`config.mk`:
```
export PLATFORM = sky130hd
export DESIGN_NAME = vbd_fifo
export DESIGN_NICKNAME = d
export VERILOG_FILES = /design/src/assert_macros.svh /design/src/vbd_pkg.sv /design/src/vbd_fifo.sv
export SDC_FILE = /design/constraint.sdc
export NUM_CORES = 1
export LEC_CHECK = 0
export BUFFER_PORTS_ARGS = -buffer_cell sky130_fd_sc_hd__buf_2
export CORE_ASPECT_RATIO = 1.2
export CORE_MARGIN = 4
export CORE_UTILIZATION = 45
export CTS_CLUSTER_DIAMETER = 80
export CTS_CLUSTER_SIZE = 14
export DETAILED_ROUTE_END_ITERATION = 6
export SLEW_MARGIN = 15
export SYNTH_ARGS = -nofsm -noshare
export SYNTH_HDL_FRONTEND = slang
export SYNTH_SLANG_ARGS = --single-unit
```
`constraint.sdc`:
```
create_clock -name i_clk -period 4.8 [get_ports i_clk]
set_clock_uncertainty 0.05 [all_clocks]
set_input_delay 0.48 -clock i_clk [delete_from_list [all_inputs] [get_ports i_clk]]
set_output_delay 0.48 -clock i_clk [all_outputs]
set_load 0.05 [all_outputs]
```
`src/assert_macros.svh`:
```
// Assertion helpers for the RTL of the 4D box downsampler.
// Self-contained; no other file needed.
`ifndef ASSERT_MACROS_SVH
`define ASSERT_MACROS_SVH

// Checked at every rising edge outside reset.
`define VBD_ASSERT(lbl, clk, rst_n, prop, msg) \
    lbl: assert property (@(posedge clk) disable iff (!rst_n) prop) \
        else $error(msg);

// Checked at every rising edge, reset included.
`define VBD_ASSERT_ALWAYS(lbl, clk, prop, msg) \
    lbl: assert property (@(posedge clk) prop) \
        else $error(msg);

`endif

```
`src/vbd_pkg.sv`:
```
// Package of the 4D box downsampler: sizes, register indexes, queue entry type, size clamp.
// No dependencies.
`default_nettype none

package vbd_pkg;

    localparam int SUM_DEPTH  = 65536;
    localparam int MAX_DIM    = 512;
    localparam int ADDR_W     = $clog2(SUM_DEPTH);
    localparam int DIM_W      = $clog2(MAX_DIM);
    localparam int CFG_W      = 10;
    localparam int IDX_W      = 2;
    localparam int VOX_W      = 8;
    localparam int SUM_W      = 12;
    localparam int FIFO_DEPTH = 4;
    localparam int FIFO_AW    = $clog2(FIFO_DEPTH);

    localparam logic [CFG_W-1:0] SIZE_X_RST = CFG_W'(64);
    localparam logic [CFG_W-1:0] SIZE_Y_RST = CFG_W'(64);
    localparam logic [CFG_W-1:0] SIZE_Z_RST = CFG_W'(32);

    typedef enum logic [IDX_W-1:0] {
        REG_SIZE_X = 2'd0,
        REG_SIZE_Y = 2'd1,
        REG_SIZE_Z = 2'd2
    } t_reg_idx;

    // One accumulate job handed from front to back.
    typedef struct packed {
        logic [ADDR_W-1:0] addr;
        logic [VOX_W-1:0]  voxel;
        logic              first;
        logic              last;
        logic              frame_done;
    } t_job;

    // Clamp a size register to [2, MAX_DIM].
    function automatic logic [CFG_W-1:0] eff_size(input logic [CFG_W-1:0] v);
        logic [CFG_W-1:0] r;
        if (v < CFG_W'(2)) begin
            r = CFG_W'(2);
        end else if (v > CFG_W'(MAX_DIM)) begin
            r = CFG_W'(MAX_DIM);
        end else begin
            r = v;
        end
        return r;
    endfunction

endpackage

`default_nettype wire

```
`src/vbd_fifo.sv`:
```
// Short job queue between the front end and the accumulate back end.
// Depends on vbd_pkg.
`default_nettype none

module vbd_fifo (
    input  wire logic           i_clk,
    input  wire logic           i_rst_n,
    input  wire logic           i_push,
    input  wire vbd_pkg::t_job  i_job,
    input  wire logic           i_pop,
    output logic                o_full,
    output logic                o_empty,
    output vbd_pkg::t_job       o_head
);

    localparam int AW = vbd_pkg::FIFO_AW;

    vbd_pkg::t_job    r_buf [vbd_pkg::FIFO_DEPTH];
    logic [AW-1:0]    r_wr_ptr, r_rd_ptr;
    logic [AW:0]      r_count;

    assign o_full  = r_count == (AW+1)'(vbd_pkg::FIFO_DEPTH);
    assign o_empty = r_count == '0;
    assign o_head  = r_buf[r_rd_ptr];

    always_ff @(posedge i_clk) begin
        if (!i_rst_n) begin
            r_wr_ptr <= '0;
            r_rd_ptr <= '0;
            r_count  <= '0;
        end else begin
            if (i_push) r_wr_ptr <= r_wr_ptr + AW'(1);
            if (i_pop)  r_rd_ptr <= r_rd_ptr + AW'(1);
            if (i_push && !i_pop) begin
                r_count <= r_count + (AW+1)'(1);
            end else if (i_pop && !i_push) begin
                r_count <= r_count - (AW+1)'(1);
            end
        end
    end

    always_ff @(posedge i_clk) begin
        if (i_push) r_buf[r_wr_ptr] <= i_job;
    end

endmodule

`default_nettype wire

```
==> results.yml <==
layout:
  layout_commonest_cell: "edfxtp_1"
  fin_area_mm2: 0.00529
  fin_nets: 298
  fin_cells: 396
  fill_cells: 730
  layout_common_cells: "edfxtp_1 (108), buf_2 (59), mux4_2 (20), clkbuf_16 (17), and2_1 (9)"
  synthToLayoutAreaGrowth_pct: 20.6
  drive_above_1_share_pct: 38.8
  antennaDiodeCount: 0
floorplan:
  boundaryPins: 60
  dieArea_mm2: 0.0114
  start_util_pct: 46.1
  core_area_mm2: 0.00952
  die_h_um: 116
  rows: 39
  die_w_um: 98.2
clock_tree:
  cts_root_buf: "clkbuf_16"
  cts_hold_buf: 0
  clk_latency_ns: 0.40
  clock_sinks: 117
  htree_levels: 4
  cts_resized: 0
  post-cts-setup-buffer-count: 0
  cts_buffers: 17
  cts_tree: "built"
  clkTransAtPathRegs_ns: 0.05
  cts.path.max_buffers: 2
synthesis:
  synth_adder_area_share_pct: 1.88
  ys_seq_area_share_pct: 78.0
  yosys_warnings: 0
  synth-simple-area-share_pct: 2.08
  ys_ff_latch: 117
  synth-xor-area-share_pct: 0.998
  postSynthCellCount: 184
  synth_top_family_by_area: "multiplexers"
  syn_area_per_cell_um2: 23.9
  synth-compound-area-share_pct: 0.285
  synth_fp_nets: 221
  synth_cell_types: 21
  synthMuxAreaShare_pct: 14.9
  netlist_area_mm2: 0.00439
grt:
  grt_overflow: 0
  first_global_vias: 2159
  track_usage_pct: 13.8
  grt_max_degree: 28
  antenna_found_initial: 0
  grt_first_pass_wirelength_um: 11600
route:
  met2_length_um: 3630
  first_pass_iters: 6
  highest_layer: "met4"
  drt-total-wl_um: 7220
  drt-met1-wl_um: 3070
  post-route-drc-count: 0
  vias: 2033
  wl_per_cell_um: 18.2
  wl_met3_um: 407
  via_per_inst: 5.13
  drt_iter0_markers: 57
  ant_nets: 0
sta:
  tns_ns: 0
  clock.fmax_mhz: 356
  worst_pin_slew_ns: 0.965
  slew_violations: 0
  relSlewSlack_pct: 35.6
  finalCritPeriodShare_pct: 58.5
  rsz0062_at_grt: "no"
  finalHoldViolCount: 0
  setup-violations-final: 0
  period_needed_ns: 2.81
  fin_worst_hold_slack_ns: 0.247
critical_path:
  startpoint_type: "flip-flop"
  critPathCaptureType: "output port"
  r2r-end: "r_buf[1][11]$_DFFE_PP_"
  rrSetupSlack_ns: 2.97
  crit_required_ns: 4.27
  critPathMaxFanout: 27
  rr_startpoint: "r_wr_ptr[1]$_SDFFE_PN0P_"
  critPathKind: "reg -> out"
  cp.arrival_ns: 2.28
  rr_worst_depth: 4
power_and_ir_drop:
  seq_power_share_pct: 47.3
  pwr-share-comb_pct: 12.6
  switchingPower_w: 0.000633
  internal_power_w: 0.00192
  p_clk_share_pct: 40.1
  peakVddDrop_mv: 0.228
  total_power_w: 0.00255
  switching_share_pct: 24.8
  p_leak_nw: 1.87
  power_density_mw_per_mm2: 481
worst_hold_path:
  hp-class: "in -> reg"
  hold_path_startpoint: "i_job[14]"
  min_to: "r_buf[3][14]$_DFFE_PP_"
  hold_depth: 1
placement:
  gp_congestion: 0.694
  dp.cells: 365
  io_buffer_count: 59
  hpwl_um: 4380
  postPlaceCellArea_mm2: 0.00481
job:
  maxCapViolations: 0
outcome:
  status: "finished clean"
## area by class of cell
| class | instances | area (um2) | share of cell area [%] |
|---|---|---|---|
| repair buffers | 64 | 333 | 6.29 |
| flip-flops and latches | 117 | 3420 | 64.7 |
| multi-input cells | 57 | 885 | 16.7 |
| well taps | 123 | 154 | 2.91 |
| inverters | 4 | 15.0 | 0.284 |
| clock inverters | 9 | 38.8 | 0.733 |
| clock buffers | 22 | 444 | 8.39 |
## power by group through the flow
stage	combinational, W	clock (W)	sequential [W]
2_1_floorplan	0.000268	0	0.00120
3_3_place_gp	0.000325	0	0.00122
3_5_place_dp	0.000327	0	0.00123
4_1_cts	0.000327	0.00105	0.00121
5_1_grt	0.000342	0.00110	0.00121
6_report	0.000321	0.00102	0.00121
## routing by layer
layer | up-vias | global-route usage [%]
met4 | 0 | 5.46
met5 | - | 0
met1 | 1050 | 16.2
li1 | 921 | -
met3 | 10 | 6.39
met2 | 52 | 22.5
## metrics by stage
stage / util [%] / worst slack [ns]
detailed placement: 50.6 / 2.34
finish: 55.6 / 1.99
floorplan: - / 2.77
CTS: 55.6 / 1.90
global route: 55.6 / 1.80
global placement: 50.6 / 2.33
## cell families (layout without fill, tap and decap cells)
logic type	after synthesis	after routing
AO/OA/AOI/OAI	2	2
multiplexers	29	29
XOR/XNOR	5	5
adder cells (fa/ha/maj)	6	6
AND/OR/NAND/NOR	15	15
buffers and inverters	10	99
flip-flops	117	117
## state kept, by name, indices dropped and copies added (netlist names), named ones only
signal    count
r_wr_ptr      2
r_buf       108
r_rd_ptr      2
r_count       3
## cells in the mapped netlist (all sizes together)
cell type  instances  area (um2)
edfxtp           108        3240
mux4              27         634
and2               9        56.3
dfxtp              9         180
buf                6        66.3
ha                 5        62.6
inv                4        15.0
xor2               3        26.3
mux2i              2        20.0
nor2b              2        12.5
xnor2              2        17.5
a21boi             1        7.51
fa                 1        20.0
nand2              1        3.75
nor3               1        5.00
nor3b              1        7.51
o21ai              1        5.00
or3                1        6.26
## how the worst max path moves through the flow
| stage | slack, ns | depth (start not counted) | endpoint | from |
|---|---|---|---|---|
| 5_1_grt | 1.80 | 2 | o_head[23] | flip-flop |
| 3_3_place_gp | 2.33 | 2 | o_head[25] | flip-flop |
| 2_1_floorplan | 2.77 | 1 | o_full | r_count[1]$_SDFFE_PN0P_ |
| 4_1_cts | 1.90 | 2 | o_head[17] | flip-flop |
| 3_5_place_dp | 2.34 | 2 | o_head[25] | flip-flop |
| 6_report | 1.99 | 2 | o_head[17] | flip-flop |
## worst max-delay path, cell delays in order, from the launching register on
cell and delay (ns):
dfxtp_2 0.96, mux4_1 0.67, buf_2 0.23
No activity file was read; power rests on OpenSTA's default activity.
