[src/assert_macros.svh]
// Assertion helpers for the RTL of the 4D box downsampler.
// Self-contained; no other file needed.
`ifndef ASSERT_MACROS_SVH
`define ASSERT_MACROS_SVH

// Checked at every rising edge outside reset.
`define VBD_ASSERT(lbl, clk, rst_n, prop, msg) \
    lbl: assert property (@(posedge clk) disable iff (!rst_n) prop) \
        else $error(msg);

// Checked at every rising edge, reset included.
`define VBD_ASSERT_ALWAYS(lbl, clk, prop, msg) \
    lbl: assert property (@(posedge clk) prop) \
        else $error(msg);

`endif

[src/vbd_pkg.sv]
// Package of the 4D box downsampler: sizes, register indexes, queue entry type, size clamp.
// No dependencies.
`default_nettype none

package vbd_pkg;

    localparam int SUM_DEPTH  = 65536;
    localparam int MAX_DIM    = 512;
    localparam int ADDR_W     = $clog2(SUM_DEPTH);
    localparam int DIM_W      = $clog2(MAX_DIM);
    localparam int CFG_W      = 10;
    localparam int IDX_W      = 2;
    localparam int VOX_W      = 8;
    localparam int SUM_W      = 12;
    localparam int FIFO_DEPTH = 4;
    localparam int FIFO_AW    = $clog2(FIFO_DEPTH);

    localparam logic [CFG_W-1:0] SIZE_X_RST = CFG_W'(64);
    localparam logic [CFG_W-1:0] SIZE_Y_RST = CFG_W'(64);
    localparam logic [CFG_W-1:0] SIZE_Z_RST = CFG_W'(32);

    typedef enum logic [IDX_W-1:0] {
        REG_SIZE_X = 2'd0,
        REG_SIZE_Y = 2'd1,
        REG_SIZE_Z = 2'd2
    } t_reg_idx;

    // One accumulate job handed from front to back.
    typedef struct packed {
        logic [ADDR_W-1:0] addr;
        logic [VOX_W-1:0]  voxel;
        logic              first;
        logic              last;
        logic              frame_done;
    } t_job;

    // Clamp a size register to [2, MAX_DIM].
    function automatic logic [CFG_W-1:0] eff_size(input logic [CFG_W-1:0] v);
        logic [CFG_W-1:0] r;
        if (v < CFG_W'(2)) begin
            r = CFG_W'(2);
        end else if (v > CFG_W'(MAX_DIM)) begin
            r = CFG_W'(MAX_DIM);
        end else begin
            r = v;
        end
        return r;
    endfunction

endpackage

`default_nettype wire

[src/vbd_intf.sv]
// Handshake channels of the 4D box downsampler: voxel in, result out, config.
// Depends on vbd_pkg.
`default_nettype none

interface vbd_voxel_if;
    logic                       valid;
    logic                       ready;
    logic [vbd_pkg::VOX_W-1:0]  voxel;
    modport source (output valid, output voxel, input ready);
    modport sink   (input valid, input voxel, output ready);
endinterface


interface vbd_cfg_if;
    logic                       valid;
    logic                       ready;
    logic [vbd_pkg::IDX_W-1:0]  index;
    logic [vbd_pkg::CFG_W-1:0]  data;
    modport source (output valid, output index, output data, input ready);
    modport sink   (input valid, input index, input data, output ready);
endinterface

`default_nettype wire

[src/vbd_front.sv]
// Front end: size registers, raster position, group classification and the
// two-stage address pipeline. Depends on vbd_pkg and vbd_intf.
`default_nettype none

module vbd_front (
    input  wire logic          i_clk,
    input  wire logic          i_rst_n,
    vbd_voxel_if.sink          i_voxel,
    vbd_cfg_if.sink            i_cfg,
    input  wire logic          i_q_full,
    output logic               o_q_push,
    output vbd_pkg::t_job      o_q_job
);

    localparam int DW  = vbd_pkg::DIM_W;
    localparam int CW  = vbd_pkg::CFG_W;
    localparam int AW  = vbd_pkg::ADDR_W;
    localparam int PW1 = 2 * DW;
    localparam int PW2 = AW + DW;

    // configuration
    logic [CW-1:0] r_size_x, r_size_y, r_size_z;

    assign i_cfg.ready = 1'b1;

    always_ff @(posedge i_clk) begin
        if (!i_rst_n) begin
            r_size_x <= vbd_pkg::SIZE_X_RST;
            r_size_y <= vbd_pkg::SIZE_Y_RST;
            r_size_z <= vbd_pkg::SIZE_Z_RST;
        end else if (i_cfg.valid) begin
            unique case (vbd_pkg::t_reg_idx'(i_cfg.index))
                vbd_pkg::REG_SIZE_X: r_size_x <= i_cfg.data;
                vbd_pkg::REG_SIZE_Y: r_size_y <= i_cfg.data;
                vbd_pkg::REG_SIZE_Z: r_size_z <= i_cfg.data;
                default: ;
            endcase
        end
    end

    // pipeline control
    logic r_s1_valid, r_s2_valid;
    logic en;
    logic accept;

    assign en            = !r_s2_valid || !i_q_full;
    assign i_voxel.ready = en;
    assign accept        = i_voxel.valid && en;

    // stage 0: classify against current position
    logic [DW-1:0] r_pos_x, r_pos_y, r_pos_z;
    logic          r_time_odd;
    logic [DW-1:0] n_pos_x, n_pos_y, n_pos_z;
    logic          n_time_odd;

    logic [CW-1:0] sx, sy, sz;
    logic [DW-1:0] hx, hy, hz;
    logic [CW-1:0] ex, ey, ez;
    logic [CW-1:0] px, py, pz;
    logic          keep, first, last, frame_done;
    logic          wrap_x, wrap_y, wrap_z;

    always_comb begin
        sx = vbd_pkg::eff_size(r_size_x);
        sy = vbd_pkg::eff_size(r_size_y);
        sz = vbd_pkg::eff_size(r_size_z);
        hx = sx[DW:1];
        hy = sy[DW:1];
        hz = sz[DW:1];
        ex = {hx, 1'b0};
        ey = {hy, 1'b0};
        ez = {hz, 1'b0};
        px = {1'b0, r_pos_x};
        py = {1'b0, r_pos_y};
        pz = {1'b0, r_pos_z};

        keep  = (px < ex) && (py < ey) && (pz < ez);
        first = !(r_pos_x[0] || r_pos_y[0] || r_pos_z[0]) && !r_time_odd;
        last  = r_pos_x[0] && r_pos_y[0] && r_pos_z[0] && r_time_odd;
        frame_done = (px == ex - CW'(1)) && (py == ey - CW'(1)) && (pz == ez - CW'(1));

        wrap_x = (px + CW'(1)) >= sx;
        wrap_y = (py + CW'(1)) >= sy;
        wrap_z = (pz + CW'(1)) >= sz;

        n_pos_x    = r_pos_x;
        n_pos_y    = r_pos_y;
        n_pos_z    = r_pos_z;
        n_time_odd = r_time_odd;
        if (wrap_x) begin
            n_pos_x = '0;
            if (wrap_y) begin
                n_pos_y = '0;
                if (wrap_z) begin
                    n_pos_z    = '0;
                    n_time_odd = !r_time_odd;
                end else begin
                    n_pos_z = r_pos_z + DW'(1);
                end
            end else begin
                n_pos_y = r_pos_y + DW'(1);
            end
        end else begin
            n_pos_x = r_pos_x + DW'(1);
        end
    end

    always_ff @(posedge i_clk) begin
        if (!i_rst_n) begin
            r_pos_x    <= '0;
            r_pos_y    <= '0;
            r_pos_z    <= '0;
            r_time_odd <= 1'b0;
        end else if (accept) begin
            r_pos_x    <= n_pos_x;
            r_pos_y    <= n_pos_y;
            r_pos_z    <= n_pos_z;
            r_time_odd <= n_time_odd;
        end
    end

    // stage 1: slice/row index = (z/2)*hy + y/2
    logic [DW-2:0]                 r_s1_xh, r_s1_yh, r_s1_zh;
    logic [DW-1:0]                 r_s1_hx, r_s1_hy;
    logic [vbd_pkg::VOX_W-1:0]     r_s1_voxel;
    logic                          r_s1_first, r_s1_last, r_s1_fd;
    logic [PW1-1:0]                s1_row;

    assign s1_row = PW1'(r_s1_zh) * PW1'(r_s1_hy) + PW1'(r_s1_yh);

    // stage 2: address = row*hx + x/2, wrapped to the store depth
    logic [AW-1:0]                 r_s2_row;
    logic [DW-2:0]                 r_s2_xh;
    logic [DW-1:0]                 r_s2_hx;
    logic [vbd_pkg::VOX_W-1:0]     r_s2_voxel;
    logic                          r_s2_first, r_s2_last, r_s2_fd;
    logic [PW2-1:0]                s2_addr;

    assign s2_addr = PW2'(r_s2_row) * PW2'(r_s2_hx) + PW2'(r_s2_xh);

    always_ff @(posedge i_clk) begin
        if (!i_rst_n) begin
            r_s1_valid <= 1'b0;
            r_s2_valid <= 1'b0;
        end else if (en) begin
            r_s1_valid <= accept && keep;
            r_s2_valid <= r_s1_valid;
        end
    end

    always_ff @(posedge i_clk) begin
        if (en) begin
            r_s1_xh    <= r_pos_x[DW-1:1];
            r_s1_yh    <= r_pos_y[DW-1:1];
            r_s1_zh    <= r_pos_z[DW-1:1];
            r_s1_hx    <= hx;
            r_s1_hy    <= hy;
            r_s1_voxel <= i_voxel.voxel;
            r_s1_first <= first;
            r_s1_last  <= last;
            r_s1_fd    <= frame_done;

            r_s2_row   <= AW'(s1_row);
            r_s2_xh    <= r_s1_xh;
            r_s2_hx    <= r_s1_hx;
            r_s2_voxel <= r_s1_voxel;
            r_s2_first <= r_s1_first;
            r_s2_last  <= r_s1_last;
            r_s2_fd    <= r_s1_fd;
        end
    end

    assign o_q_push           = r_s2_valid && !i_q_full;
    assign o_q_job.addr       = s2_addr[AW-1:0];
    assign o_q_job.voxel      = r_s2_voxel;
    assign o_q_job.first      = r_s2_first;
    assign o_q_job.last       = r_s2_last;
    assign o_q_job.frame_done = r_s2_fd;

endmodule

`default_nettype wire

[src/flat_wrapper.sv]
// flat-port wrapper written by rule: the top's interface ports become plain ports
module vbd_front_flat 
  (i_clk, i_rst_n, i_q_full, o_q_push, o_q_job, i_voxel_valid, i_voxel_voxel, i_voxel_ready, i_cfg_valid, i_cfg_index, i_cfg_data, i_cfg_ready);
  vbd_voxel_if i_voxel_i ();
  vbd_cfg_if i_cfg_i ();
  input  wire logic i_clk;
  input  wire logic i_rst_n;
  input  wire logic i_q_full;
  output logic o_q_push;
  output vbd_pkg::t_job o_q_job;
  input wire logic [$bits(i_voxel_i.valid)-1:0] i_voxel_valid;
  input wire logic [$bits(i_voxel_i.voxel)-1:0] i_voxel_voxel;
  output wire logic [$bits(i_voxel_i.ready)-1:0] i_voxel_ready;
  input wire logic [$bits(i_cfg_i.valid)-1:0] i_cfg_valid;
  input wire logic [$bits(i_cfg_i.index)-1:0] i_cfg_index;
  input wire logic [$bits(i_cfg_i.data)-1:0] i_cfg_data;
  output wire logic [$bits(i_cfg_i.ready)-1:0] i_cfg_ready;
  assign i_voxel_i.valid = i_voxel_valid;
  assign i_voxel_i.voxel = i_voxel_voxel;
  assign i_voxel_ready = i_voxel_i.ready;
  assign i_cfg_i.valid = i_cfg_valid;
  assign i_cfg_i.index = i_cfg_index;
  assign i_cfg_i.data = i_cfg_data;
  assign i_cfg_ready = i_cfg_i.ready;
  vbd_front u_core (.i_clk(i_clk), .i_rst_n(i_rst_n), .i_voxel(i_voxel_i), .i_cfg(i_cfg_i), .i_q_full(i_q_full), .o_q_push(o_q_push), .o_q_job(o_q_job));
endmodule
[config.mk]
export PLATFORM = sky130hd
export DESIGN_NAME = vbd_front_flat
export DESIGN_NICKNAME = d
export VERILOG_FILES = /design/src/assert_macros.svh /design/src/vbd_pkg.sv /design/src/vbd_intf.sv /design/src/vbd_front.sv /design/src/flat_wrapper.sv
export SDC_FILE = /design/constraint.sdc
export NUM_CORES = 1
export LEC_CHECK = 0
export ABC_AREA = 1
export BUFFER_PORTS_ARGS = -buffer_cell sky130_fd_sc_hd__clkbuf_2
export CELL_PAD_IN_SITES_DETAIL_PLACEMENT = 1
export CELL_PAD_IN_SITES_GLOBAL_PLACEMENT = 1
export CORE_MARGIN = 2
export CORE_UTILIZATION = 40
export DETAILED_ROUTE_END_ITERATION = 10
export HOLD_SLACK_MARGIN = 0.15
export PLACE_DENSITY = 0.77
export SETUP_SLACK_MARGIN = 0.2
export SYNTH_ARGS = -nofsm -noshare
export SYNTH_HDL_FRONTEND = slang
export SYNTH_SLANG_ARGS = --single-unit
[constraint.sdc]
create_clock -name i_clk -period 5.7 [get_ports i_clk]
set_input_delay 0.57 -clock i_clk [delete_from_list [all_inputs] [get_ports i_clk]]
set_output_delay 0.57 -clock i_clk [all_outputs]
set_load 0.01 [all_outputs]
==> tab_implementation.tex, run 1 <==
\begin{tabular}{lr}
\hline
Metric & Value \\
\hline
\multicolumn{2}{l}{\textbf{Run status}} \\
Outcome & finished with violations \\
Failing checks & setup timing \\
\multicolumn{2}{l}{\textbf{Synthesis}} \\
Unique masters post-synth & between 40 and 50 \\
Post-synthesis cell type with the largest combined area & edfxtp\_1 \\
Synthesized netlist cell count & 1668 \\
Flops \& latches, synth & 157 \\
Total nets after synthesis & 1947 \\
Syn Std Cell Area & 0.01383 mm2 \\
Synth top cells by count & nand2\_1, inv\_1, ha\_1 \\
Mean instance size in the synthesized netlist & 8.290 um2 \\
Yosys warning total & 0 \\
Proportion of synthesized chip area in sequential cells & 0.2975 \\
Post-synth top area share & 0.2107 \\
Top-count cell post-synth & nand2\_1 \\
Post-synth top flop & edfxtp\_1 \\
Number of synthesized flops with an enable pin & 97 \\
Ranking of synthesized cells by area & edfxtp\_1, fa\_1, ha\_1, nand2\_1, inv\_1 \\
Post-synth ARST share & 0 \\
\multicolumn{2}{l}{\textbf{GRT}} \\
Pin count of the biggest net entering global routing & 53 \\
Overflow left after global routing & 0 \\
Global-route wire length before repair & 59.43 mm \\
Number of global-route vias before repair & 11977 \\
Total Routing Usage GR & 0.2079 \\
Number of antenna violations at the first check in global routing & 0 \\
\multicolumn{2}{l}{\textbf{Die}} \\
Die ar. & 0.03607 mm2 \\
Die span in y & 189.9 um \\
Number of cell rows & 68 \\
Initial core utilization & 0.4033 \\
Core Region & 0.03429 mm2 \\
Die X & 189.9 um \\
Count of boundary I/O pins & 55 \\
\multicolumn{2}{l}{\textbf{STA}} \\
FMAX & 171.7 MHz \\
Relative slew slack & 0.4087 \\
\# setup viols final & 4 \\
Max-slew violations & 0 \\
Final Critical Period & 5.825 ns \\
RSZ-0062 raised after global routing & yes \\
Measured slew at the worst slew-check pin & 0.8755 ns \\
Smallest setup slack after layout & -0.1254 ns \\
Post-route clock period utilization & 1.022 \\
Number of endpoints with negative hold slack in the final report & 0 \\
Setup Skew & 0.01190 ns \\
\multicolumn{2}{l}{\textbf{Setup path}} \\
Required time at the worst-slack endpoint & 5.13 ns \\
Worst flop-to-flop path startpoint & u\_core.r\_s1\_zh[7] \\
Highest net fanout along the worst path & 5 \\
Capture point of the worst reg-to-reg path & u\_core.r\_s2\_row[14] \\
Critical Path Sink Type & primary output \\
Startpoint type of the worst setup path & flop \\
Worst reg-to-reg path cell count & 21 \\
CP Data Arrival Time & between 5 and 6 ns \\
Critical path type & flop to primary output \\
Register-to-register setup slack & 0.77 ns \\
\multicolumn{2}{l}{\textbf{Layout}} \\
Post-route core utilization & 0.4554 \\
Area growth from synthesis to final layout & 12.93\% \\
Fillcell total & 4157 \\
Net total in the final layout & 2002 \\
Share of layout cells above drive strength 1 & 0.1060 \\
Number of inserted diodes & 0 \\
\multicolumn{2}{l}{\textbf{Power and ir drop}} \\
Largest voltage drop on the vdd net & roughly 180 uV \\
Total Power & 3602 uW \\
Leakage power summed over all cells & 0.008406 uW \\
Power density normalized to cell area & roughly 230 mW/mm2 \\
\multicolumn{2}{l}{\textbf{Route}} \\
Violation count after the first detailed-route iteration & 493 \\
Detail-routed net length per standard cell & between 15 and 20 um \\
Number of nets with antenna violations after routing & 0 \\
Pre-Repair DR Iteration Count & 4 \\
DR vias & about 11000 \\
Routed WL & 36.73 mm \\
Per-cell via count in the routed design & 5.037 \\
Number of remaining DRC errors & 0 \\
\multicolumn{2}{l}{\textbf{Place}} \\
Dpl hpwl & around 29 mm \\
Final estimated routing congestion in global placement & 0.8795 \\
PortBufs & 53 \\
\multicolumn{2}{l}{\textbf{Clock network}} \\
Clock-pin transition on the worst setup and hold timing paths & 0.08 ns \\
TritonCTS clock tree & yes \\
Total CTS buffers & 17 \\
Max Buffers Root-to-Sink & 2 \\
Post-CTS Hold Buffers & 0 \\
TritonCTS sink count & 157 \\
Deepest level of the CTS H-tree & 4 \\
Clk\_lat worst skew & between 0.4 and 0.5 ns \\
CTS Root Cell & clkbuf\_16 \\
\multicolumn{2}{l}{\textbf{Job}} \\
Max-cap violation count & 0 \\
\multicolumn{2}{l}{\textbf{Worst hold path}} \\
Class of the tightest hold or removal check & primary input to flop \\
Hold-critical path depth & 1 \\
Startpoint of the lowest-slack hold path & i\_voxel\_voxel[1] \\
Hold worst-path end & u\_core.r\_s1\_voxel[1] \\
\hline
\end{tabular}
[sequential cells by signal (all words and copies together) (netlist names), 8 cells and up]
register / flops
u_core.r_pos_y: 9
u_core.r_size_z: 10
u_core.r_s1_yh: 8
u_core.r_pos_z: 9
u_core.r_pos_x: 9
u_core.r_s1_hx: 9
u_core.r_s1_voxel: 8
u_core.r_size_x: 10
u_core.r_s1_zh: 8
u_core.r_s2_hx: 9
u_core.r_s2_voxel: 8
u_core.r_s2_row: 16
u_core.r_s1_hy: 9
u_core.r_size_y: 10
u_core.r_s1_xh: 8
u_core.r_s2_xh: 8
[through the flow]
step	cell area (um2)	std cells	setup slack (ns)	TNS [ns]	hold slack (ns)
finish	15620	2191	-0.1254	-0.3022	0.3041
global route	15620	2191	-0.3573	-1.369	0.2833
CTS	15490	2185	0.03755	0	0.2803
detailed placement	14510	2132	0.1621	0	0.4052
global placement	14510	2132	0.2892	0	0.4007
floorplan	13830	1668	0.4572	0	0.4003
[worst max path at each step]
stage | startpoint | slack, ns | to
after global routing | u_core.r_s2_hx[2] | -0.36 | o_q_job[20]
final | u_core.r_s2_hx[2] | -0.13 | o_q_job[20]
after CTS | u_core.r_s2_row[3] | 0.04 | o_q_job[20]
after floorplan | u_core.r_s2_hx[2] | 0.46 | o_q_job[26]
after detailed placement | u_core.r_s2_row[2] | 0.16 | o_q_job[26]
after global placement | u_core.r_s2_hx[2] | 0.29 | o_q_job[26]
[metal layers]
layer  global-route usage  vias up  wire length [um]
li1                     -     5300                 -
met1               0.2451     5510             15590
met2               0.3937      168             19490
met3              0.02398       59               870
met4              0.06142        0               773
met5                    0        -                 0
[worst max-delay path: stages, from the launching register on]
cell,delay (ns)
edfxtp_1,0.49
buf_6,0.15
nand2_1,0.08
fa_1,0.54
inv_1,0.05
fa_1,0.54
ha_4,0.22
fa_1,0.53
inv_1,0.05
fa_1,0.49
inv_1,0.06
ha_4,0.26
nand2_1,0.08
nor2_2,0.03
nand2_1,0.08
o211ai_1,0.18
buf_4,0.19
buf_4,0.12
buf_4,0.12
buf_4,0.12
buf_4,0.12
xor2_1,0.14
buf_2,0.15
[repair_timing]
| item | 4_1_cts | 5_1_grt |
|---|---|---|
| pin swaps | 27 | 13 |
| cloned | 0 | 0 |
| gates resized for setup | 32 | 27 |
| setup endpoints to repair | 6 | 8 |
| buffers inserted | 21 | 6 |
| endpoints found under the hold margin | 0 | 0 |
[final cells by class]
cell class / instances / area (um2) / area share
Clock inverter: 15 / 175.2 / 0.01122
Multi-Input combinational cell: 1099 / 8403 / 0.5381
Timing Repair Buffer: 92 / 591.8 / 0.03790
Inverter: 356 / 1336 / 0.08558
Tap cell: 455 / 569.3 / 0.03646
Clock buffer: 17 / 425.4 / 0.02724
Sequential cell: 157 / 4114 / 0.2635
[power by group]
group          switching, uW  internal [uW]
clock network            561            596
registers               87.2           1290
logic                    627            438
total                   1280           2330
[cell usage in the layout (no fill, tap or decap), drive strengths merged, types with 4 or more instances in the layout]
| master | synthesis | routed |
|---|---|---|
| edfxtp | 97 | 97 |
| nand2 | 387 | 387 |
| fa | 120 | 120 |
| dfxtp | 60 | 60 |
| nand3 | 66 | 66 |
| a21oi | 79 | 79 |
| xnor2 | 19 | 19 |
| o211ai | 6 | 6 |
| nor2 | 116 | 116 |
| nor3 | 11 | 11 |
| o21ai | 62 | 62 |
| clkbuf | 42 | 65 |
| nand3b | 4 | 4 |
| buf | 14 | 44 |
| o2111ai | 4 | 4 |
| nand4 | 10 | 10 |
| xor2 | 48 | 48 |
| inv | 355 | 364 |
| ha | 134 | 134 |
| clkinv | 1 | 7 |
[cell families (layout without fill, tap and decap cells)]
logic type / count (synthesis) / after routing / share of synthesized area
DFF: 157 / 157 / 0.2975
and+or+nand+nor: 602 / 602 / 0.1765
adders and majority gates: 254 / 254 / 0.2950
xor gates and xnor gates: 68 / 68 / 0.04407
AOI/OAI and AO/OA: 174 / 174 / 0.07212
other: 1 / 1 / 0.0002712
buffers and inverters: 412 / 480 / 0.1146
(Power assumes the default switching activity.)
==> run 2: changes to the inputs <==
--- a/config.mk
+++ b/config.mk
@@ -5,15 +5,15 @@
 export SDC_FILE = /design/constraint.sdc
 export NUM_CORES = 1
 export LEC_CHECK = 0
-export ABC_AREA = 1
-export BUFFER_PORTS_ARGS = -buffer_cell sky130_fd_sc_hd__clkbuf_2
 export CELL_PAD_IN_SITES_DETAIL_PLACEMENT = 1
 export CELL_PAD_IN_SITES_GLOBAL_PLACEMENT = 1
 export CORE_MARGIN = 2
 export CORE_UTILIZATION = 40
+export CTS_CLUSTER_DIAMETER = 60
 export DETAILED_ROUTE_END_ITERATION = 10
+export DONT_BUFFER_PORTS = 1
 export HOLD_SLACK_MARGIN = 0.15
-export PLACE_DENSITY = 0.77
+export PLACE_DENSITY = 0.74
 export SETUP_SLACK_MARGIN = 0.2
 export SYNTH_ARGS = -nofsm -noshare
 export SYNTH_HDL_FRONTEND = slang
==> tab_implementation.tex, run 2 <==
\begin{tabular}{lr}
\hline
Metric & Value \\
\hline
\multicolumn{2}{l}{\textbf{Synthesis}} \\
Flops \& latches, synth & 157 \\
Post-synth top area share & 0.2136 \\
Syn Std Cell Area & 0.01364 mm2 \\
Unique masters post-synth & 66 \\
Ranking of synthesized cells by area & edfxtp\_1, fa\_1, ha\_1, dfxtp\_1, inv\_1 \\
Total nets after synthesis & 1669 \\
Proportion of synthesized chip area in sequential cells & 0.3016 \\
Post-synth ARST share & 0 \\
Number of synthesized flops with an enable pin & 97 \\
Mean instance size in the synthesized netlist & 9.812 um2 \\
Top-count cell post-synth & inv\_1 \\
Post-synthesis cell type with the largest combined area & edfxtp\_1 \\
Synth top cells by count & inv\_1, ha\_1, nand2\_1 \\
Yosys warning total & 0 \\
Post-synth top flop & edfxtp\_1 \\
Synthesized netlist cell count & 1390 \\
\multicolumn{2}{l}{\textbf{Power and ir drop}} \\
Leakage power summed over all cells & 0.007129 uW \\
Portion of total power attributed to sequential cells & 0.380 \\
Internal Power & 2363 uW \\
Power density normalized to cell area & 239.2 mW/mm2 \\
Net Switching & 1273 uW \\
Combinational power share & 0.286 \\
Net Sw Frac & 0.3501 \\
Largest voltage drop on the vdd net & 218.4 uV \\
Clock network fraction of total power & 0.334 \\
\multicolumn{2}{l}{\textbf{Layout}} \\
Most used cells in the layout excluding fill and tap cells & inv\_1, nand2\_1, ha\_1 \\
Share of layout cells above drive strength 1 & 0.08505 \\
Area taken by flip-flops and latches & 0.004114 mm2 \\
Leading cell type in the layout, fill and taps excluded & inv\_1 \\
Area growth from synthesis to final layout & 11.44\% \\
Fillcell total & 3776 \\
Register with the most flip-flops & u\_core.r\_s2\_row \\
Number of inserted diodes & 0 \\
Net total in the final layout & 1677 \\
Area of the multi-input gates & 0.008909 mm2 \\
Number of flip-flops in the largest register & 16 \\
\multicolumn{2}{l}{\textbf{Setup path}} \\
Worst path cell trace & buf\_6, buf\_8, buf\_4, and2\_1, fa\_1, inv\_1, fa\_1, fa\_1, inv\_1, fa\_1, ha\_1, ha\_2, nor3b\_1, mux2i\_1, o2111ai\_2 \\
Cell occurring most often along the worst timing path & fa\_1 \\
Critical path type & flop to primary output \\
Startpoint type of the worst setup path & flop \\
Critical Path Stages & 15 \\
Critical Path Sink Type & primary output \\
Worst reg-to-reg path cell count & 14 \\
Delay-heaviest family, CP & adder cells \\
Worst path slowest cell & fa\_1 \\
CP Data Arrival Time & 5.01 ns \\
Buffers \& Inverters on Critical Path & 5 \\
Capture point of the worst reg-to-reg path & u\_core.r\_s2\_row[15] \\
Required time at the worst-slack endpoint & 5.13 ns \\
Endpoint of the worst setup timing path & o\_q\_job[25] \\
Highest net fanout along the worst path & 8 \\
Register-to-register setup slack & 0.84 ns \\
Slowest cell delay on critical path & 0.53 ns \\
Launch point of the worst path & u\_core.r\_s2\_hx[2] \\
Worst flop-to-flop path startpoint & u\_core.r\_s1\_zh[7] \\
\multicolumn{2}{l}{\textbf{STA}} \\
RSZ-0062 raised after global routing & yes \\
Final Critical Period & approximately 5.6 ns \\
Setup Skew & 0.01103 ns \\
Post-route clock period utilization & 0.9783 \\
FMAX & 179.3 MHz \\
Max-slew violations & 0 \\
Number of endpoints with negative hold slack in the final report & 0 \\
Final hold slack & 0.1879 ns \\
Measured slew at the worst slew-check pin & 1.178 ns \\
Relative slew slack & 0.2078 \\
\# setup viols final & 0 \\
Smallest setup slack after layout & between 0.1 and 0.15 ns \\
\multicolumn{2}{l}{\textbf{Place}} \\
Worst setup slack after placement & approximately 0.19 ns \\
PortBufs & 0 \\
Dpl hpwl & 25.92 mm \\
Final estimated routing congestion in global placement & 0.8497 \\
\multicolumn{2}{l}{\textbf{Die}} \\
Core Region & approximately 0.034 mm2 \\
Die ar. & 0.03559 mm2 \\
Die span in y & 188.7 um \\
Count of boundary I/O pins & between 50 and 60 \\
Die X & 188.7 um \\
Number of cell rows & between 60 and 70 \\
Initial core utilization & 0.4068 \\
\multicolumn{2}{l}{\textbf{Route}} \\
Per-cell via count in the routed design & between 5 and 6 \\
Number of nets with antenna violations after routing & 0 \\
DR vias & 9779 \\
Routed WL & 33.45 mm \\
Detail-routed net length per standard cell & 17.99 um \\
Violation count after the first detailed-route iteration & just over 300 \\
Number of remaining DRC errors & 0 \\
Pre-Repair DR Iteration Count & 5 \\
\multicolumn{2}{l}{\textbf{GRT}} \\
Total Routing Usage GR & 0.1934 \\
Number of antenna violations at the first check in global routing & 0 \\
Overflow left after global routing & 0 \\
Pin count of the biggest net entering global routing & between 90 and 100 \\
Number of global-route vias before repair & 10769 \\
Global-route wire length before repair & 55.37 mm \\
\multicolumn{2}{l}{\textbf{Job}} \\
Max-cap violation count & 0 \\
\multicolumn{2}{l}{\textbf{Clock network}} \\
Deepest level of the CTS H-tree & 4 \\
Post-CTS Hold Buffers & 0 \\
TritonCTS clock tree & yes \\
CTS Root Cell & clkbuf\_16 \\
Clock-pin transition on the worst setup and hold timing paths & 0.08 ns \\
Clk\_lat worst skew & 0.45 ns \\
Total CTS buffers & 17 \\
TritonCTS sink count & around 160 \\
Max Buffers Root-to-Sink & 2 \\
\multicolumn{2}{l}{\textbf{Run status}} \\
Outcome & finished clean \\
\multicolumn{2}{l}{\textbf{Worst hold path}} \\
Class of the tightest hold or removal check & primary input to flop \\
\hline
\end{tabular}
==> run 2: cell count changes in the layout (fill, tap and decap cells not counted), moves of 16 or more <==
cell / change
a21oi_1: -16
nand2_1: -245
nor2_1: -40
clkbuf_2: -48
xor2_1: -21
o21ai_0: -21
and2_1: +103
xnor2_1: +34
mux2i_1: +33
nand3_1: -39
inv_1: -171
and3_1: +16
==> run 2: how the worst min path moves through the flow <==
stage                         start                   end  slack, ns  cells past startpoint
3_3_place_gp   u_core.r_s1_voxel[4]  u_core.r_s2_voxel[4]       0.40                      0
5_1_grt                     i_rst_n    u_core.r_size_z[5]       0.18                      1
4_1_cts                     i_rst_n    u_core.r_size_z[5]       0.17                      1
6_report                    i_rst_n    u_core.r_size_z[5]       0.19                      1
3_5_place_dp      u_core.r_s1_xh[1]     u_core.r_s2_xh[1]       0.41                      0
2_1_floorplan        u_core.r_s1_fd        u_core.r_s2_fd       0.40                      0
==> run 2: repair_timing <==
action | 4_1_cts | 5_1_grt
buffers inserted | 21 | 5
gates resized for setup | 30 | 21
setup endpoints to repair | 5 | 7
pin swaps | 31 | 16
gates cloned | 0 | 0
==> run 2: layout make-up <==
class                   count  area share
flip-flops and latches    157      0.2707
well taps                 448     0.03688
clock buffers              17     0.02799
multi-input cells        1003      0.5861
repair buffers             37     0.01951
inverters                 182     0.04495
clock inverters            15     0.01391
==> run 2: logic make-up (layout without fill, tap and decap cells) <==
kind of cell | count (synthesis) | count (layout) | synth area share
adder cells (fa/ha/maj) | 254 | 254 | 0.2991
buffers and inverters | 230 | 251 | 0.06522
AO/OA/AOI/OAI | 187 | 187 | 0.08843
XOR/XNOR | 84 | 84 | 0.05394
multiplexers | 33 | 33 | 0.02422
AND/OR/NAND/NOR | 444 | 444 | 0.1672
flip-flops | 157 | 157 | 0.3016
other | 1 | 1 | 0.0002749
==> run 2: metrics by stage <==
step / TNS, ns / std cells / utilization / total power, uW / area, um2
after global routing: -0.1569 / 1859 / 0.4533 / 3834 / 15200
after detailed placement: 0 / 1801 / 0.4201 / 2276 / 14090
after CTS: 0 / 1854 / 0.4497 / 3612 / 15080
after floorplan: 0 / 1390 / - / 2045 / 13640
after global placement: 0 / 1801 / 0.4201 / 2229 / 14090
final: 0 / 1859 / 0.4533 / 3635 / 15200
==> run 2: routing by layer <==
| metal | global-route usage | routed length, um | vias up |
|---|---|---|---|
| li1 | - | - | 4660 |
| met1 | 0.2379 | 14640 | 4948 |
| met2 | 0.3525 | 17290 | 123 |
| met3 | 0.02216 | 749 | 48 |
| met4 | 0.06160 | 764 | 0 |
| met5 | 0 | 0 | - |
==> run 2: power by group through the flow <==
stage                     clock network (uW)  logic [uW]  registers [uW]
after floorplan                            0         687            1360
after CTS                               1240         995            1380
after detailed placement                   0         855            1420
final                                   1210        1040            1380
after global placement                     0         816            1410
after global routing                    1280        1160            1390
==> run 3: changes to the inputs <==
--- a/config.mk
+++ b/config.mk
@@ -14,7 +14,7 @@
 export DONT_BUFFER_PORTS = 1
 export HOLD_SLACK_MARGIN = 0.15
 export PLACE_DENSITY = 0.74
-export SETUP_SLACK_MARGIN = 0.2
+export SETUP_SLACK_MARGIN = 0.15
 export SYNTH_ARGS = -nofsm -noshare
 export SYNTH_HDL_FRONTEND = slang
 export SYNTH_SLANG_ARGS = --single-unit
==> tab_implementation.tex, run 3 (synthesized netlist as in run 2, its figures left out) <==
\begin{tabular}{lr}
\hline
Metric & Value \\
\hline
\multicolumn{2}{l}{\textbf{Layout}} \\
Share of layout cells above drive strength 1 & 0.08009 \\
Area taken by flip-flops and latches & 0.004114 mm2 \\
Most used cells in the layout excluding fill and tap cells & inv\_1, nand2\_1, ha\_1 \\
Fillcell total & 3779 \\
Number of inserted diodes & 0 \\
Register with the most flip-flops & u\_core.r\_s2\_row \\
Number of flip-flops in the largest register & 16 \\
Leading cell type in the layout, fill and taps excluded & inv\_1 \\
Area growth from synthesis to final layout & 11.37\% \\
Area of the multi-input gates & 0.008900 mm2 \\
Final Instance Count excl. Fillers & 1859 \\
Post-route core utilization & 0.4530 \\
Net total in the final layout & 1677 \\
\multicolumn{2}{l}{\textbf{STA}} \\
Measured slew at the worst slew-check pin & 1.164 ns \\
Relative slew slack & 0.2174 \\
RSZ-0062 raised after global routing & yes \\
Sum Neg Setup Slack & 0 ns \\
Final hold slack & 0.1857 ns \\
Max-slew violations & 0 \\
\# setup viols final & 0 \\
Post-route clock period utilization & 0.9813 \\
FMAX & 178.8 MHz \\
Final Critical Period & about 5.6 ns \\
Number of endpoints with negative hold slack in the final report & 0 \\
Setup Skew & 0.01188 ns \\
\multicolumn{2}{l}{\textbf{Run status}} \\
Outcome & finished clean \\
\multicolumn{2}{l}{\textbf{GRT}} \\
Most Used Layer, Global Route & met2 \\
Met3 Resource Use GR & 0.02198 \\
Pin count of the biggest net entering global routing & 92 \\
Overflow left after global routing & 0 \\
Met1 track demand over resource & 0.2379 \\
Number of global-route vias before repair & 10773 \\
Global-route wire length before repair & 55.37 mm \\
Total Routing Usage GR & 0.1933 \\
Number of antenna violations at the first check in global routing & 0 \\
Met2 Usage GRT & 0.3528 \\
\multicolumn{2}{l}{\textbf{Power and ir drop}} \\
Leakage power summed over all cells & 0.007122 uW \\
Largest voltage drop on the vdd net & about 220 uV \\
Total Power & 3635 uW \\
Power density normalized to cell area & 239.3 mW/mm2 \\
\multicolumn{2}{l}{\textbf{Place}} \\
Cells after DPL & approximately 1800 \\
PortBufs & 0 \\
Dpl hpwl & 25.92 mm \\
Final estimated routing congestion in global placement & 0.8497 \\
\multicolumn{2}{l}{\textbf{Setup path}} \\
Worst flop-to-flop path startpoint & u\_core.r\_s1\_zh[7] \\
Critical Path Sink Type & primary output \\
Slowest cell delay on critical path & 0.56 ns \\
Worst reg-to-reg path cell count & 14 \\
Capture point of the worst reg-to-reg path & u\_core.r\_s2\_row[15] \\
CP Data Arrival Time & around 5 ns \\
Worst path cell trace & buf\_4, nand2\_1, fa\_1, inv\_1, ha\_1, ha\_1, inv\_1, fa\_1, inv\_1, fa\_1, ha\_4, o21a\_1, a21oi\_1, o21ai\_2, a41oi\_2, a21oi\_2, mux2i\_1, o2111ai\_2 \\
Required time at the worst-slack endpoint & 5.13 ns \\
Highest net fanout along the worst path & 4 \\
Startpoint type of the worst setup path & flop \\
Worst path slowest cell & fa\_1 \\
Critical path type & flop to primary output \\
Launch point of the worst path & u\_core.r\_s2\_hx[2] \\
Register-to-register setup slack & 0.84 ns \\
\multicolumn{2}{l}{\textbf{Route}} \\
Number of nets with antenna violations after routing & 0 \\
Routed WL & 33.58 mm \\
Violation count after the first detailed-route iteration & 334 \\
Pre-Repair DR Iteration Count & 5 \\
Detail-routed net length per standard cell & 18.07 um \\
Number of remaining DRC errors & 0 \\
DR vias & 9787 \\
Per-cell via count in the routed design & 5.265 \\
\multicolumn{2}{l}{\textbf{Die}} \\
Initial core utilization & 0.4068 \\
Die X & $\sim$190 um \\
Die span in y & 188.7 um \\
Core Region & 0.03353 mm2 \\
Number of cell rows & 67 \\
Count of boundary I/O pins & 55 \\
Die ar. & 0.03559 mm2 \\
\multicolumn{2}{l}{\textbf{Job}} \\
Max-cap violation count & 0 \\
\multicolumn{2}{l}{\textbf{Worst hold path}} \\
Class of the tightest hold or removal check & primary input to flop \\
Hold-critical path depth & 1 \\
Hold worst-path end & u\_core.r\_size\_z[5] \\
Startpoint of the lowest-slack hold path & i\_rst\_n \\
\multicolumn{2}{l}{\textbf{Clock network}} \\
TritonCTS sink count & 157 \\
CTS Root Cell & clkbuf\_16 \\
Deepest level of the CTS H-tree & 4 \\
Total CTS buffers & 17 \\
TritonCTS clock tree & yes \\
Clock-pin transition on the worst setup and hold timing paths & 0.08 ns \\
Clk\_lat worst skew & 0.45 ns \\
Max Buffers Root-to-Sink & 2 \\
\hline
\end{tabular}
==> run 3: cell counts in the layout (fill, tap and decap cells not counted) <==
Identical to the previous run, type by type.
==> run 3: repair_timing <==
item	CTS	global route
hold buffers	0	0
hold endpoints to repair	0	0
setup endpoints to repair	5	6
gates resized for setup	28	14
buffers inserted	20	6
pin swaps	27	10
==> run 3: worst max path at each step <==
stage	end	slack, ns	cells past startpoint
after global placement	o_q_job[26]	0.29	17
after global routing	o_q_job[26]	-0.1	18
after floorplan	o_q_job[26]	0.45	16
after detailed placement	o_q_job[26]	0.19	17
after CTS	o_q_job[26]	0.12	18
final	o_q_job[25]	0.11	18
==> run 3: power breakdown <==
group | internal (uW) | leakage (uW) | switching (uW) | total (uW)
combinational | 456 | 0.00521 | 583 | 1040
clock | 616 | 0.000307 | 596 | 1210
sequential | 1290 | 0.00160 | 96.0 | 1380
==> run 3: critical path, delay by kind of cell, from the launching register on <==
| kind | cells | cell delay (ns) |
|---|---|---|
| adder cells (fa/ha/maj) | 6 | 2.46 |
| AO/OA/AOI/OAI | 6 | 1.03 |
| flip-flops | 1 | 0.44 |
| buffers and inverters | 4 | 0.31 |
| multiplexers | 1 | 0.26 |
| AND/OR/NAND/NOR | 1 | 0.08 |
==> run 3: routing by layer <==
layer  wire (um)  share of wire
met1       14570           0.43
met2       17350           0.52
met4         771          0.023
met5           0              0
met3         888          0.026
==> run 3: final cells by class <==
type	instances	share of cell area
Multi-Input combinational cell	1003	0.5859
Sequential cell	157	0.2708
Inverter	182	0.04497
Tap cell	448	0.03690
Clock buffer	17	0.02800
Timing Repair Buffer	37	0.01952
Clock inverter	15	0.01392
==> run 3: stage by stage <==
| stage | instance area, um2 | setup WS, ns |
|---|---|---|
| CTS | 15060 | 0.1171 |
| detailed placement | 14090 | 0.1869 |
| global placement | 14090 | 0.2932 |
| finish | 15190 | 0.1063 |
| global route | 15190 | -0.09577 |
| floorplan | 13640 | 0.4550 |
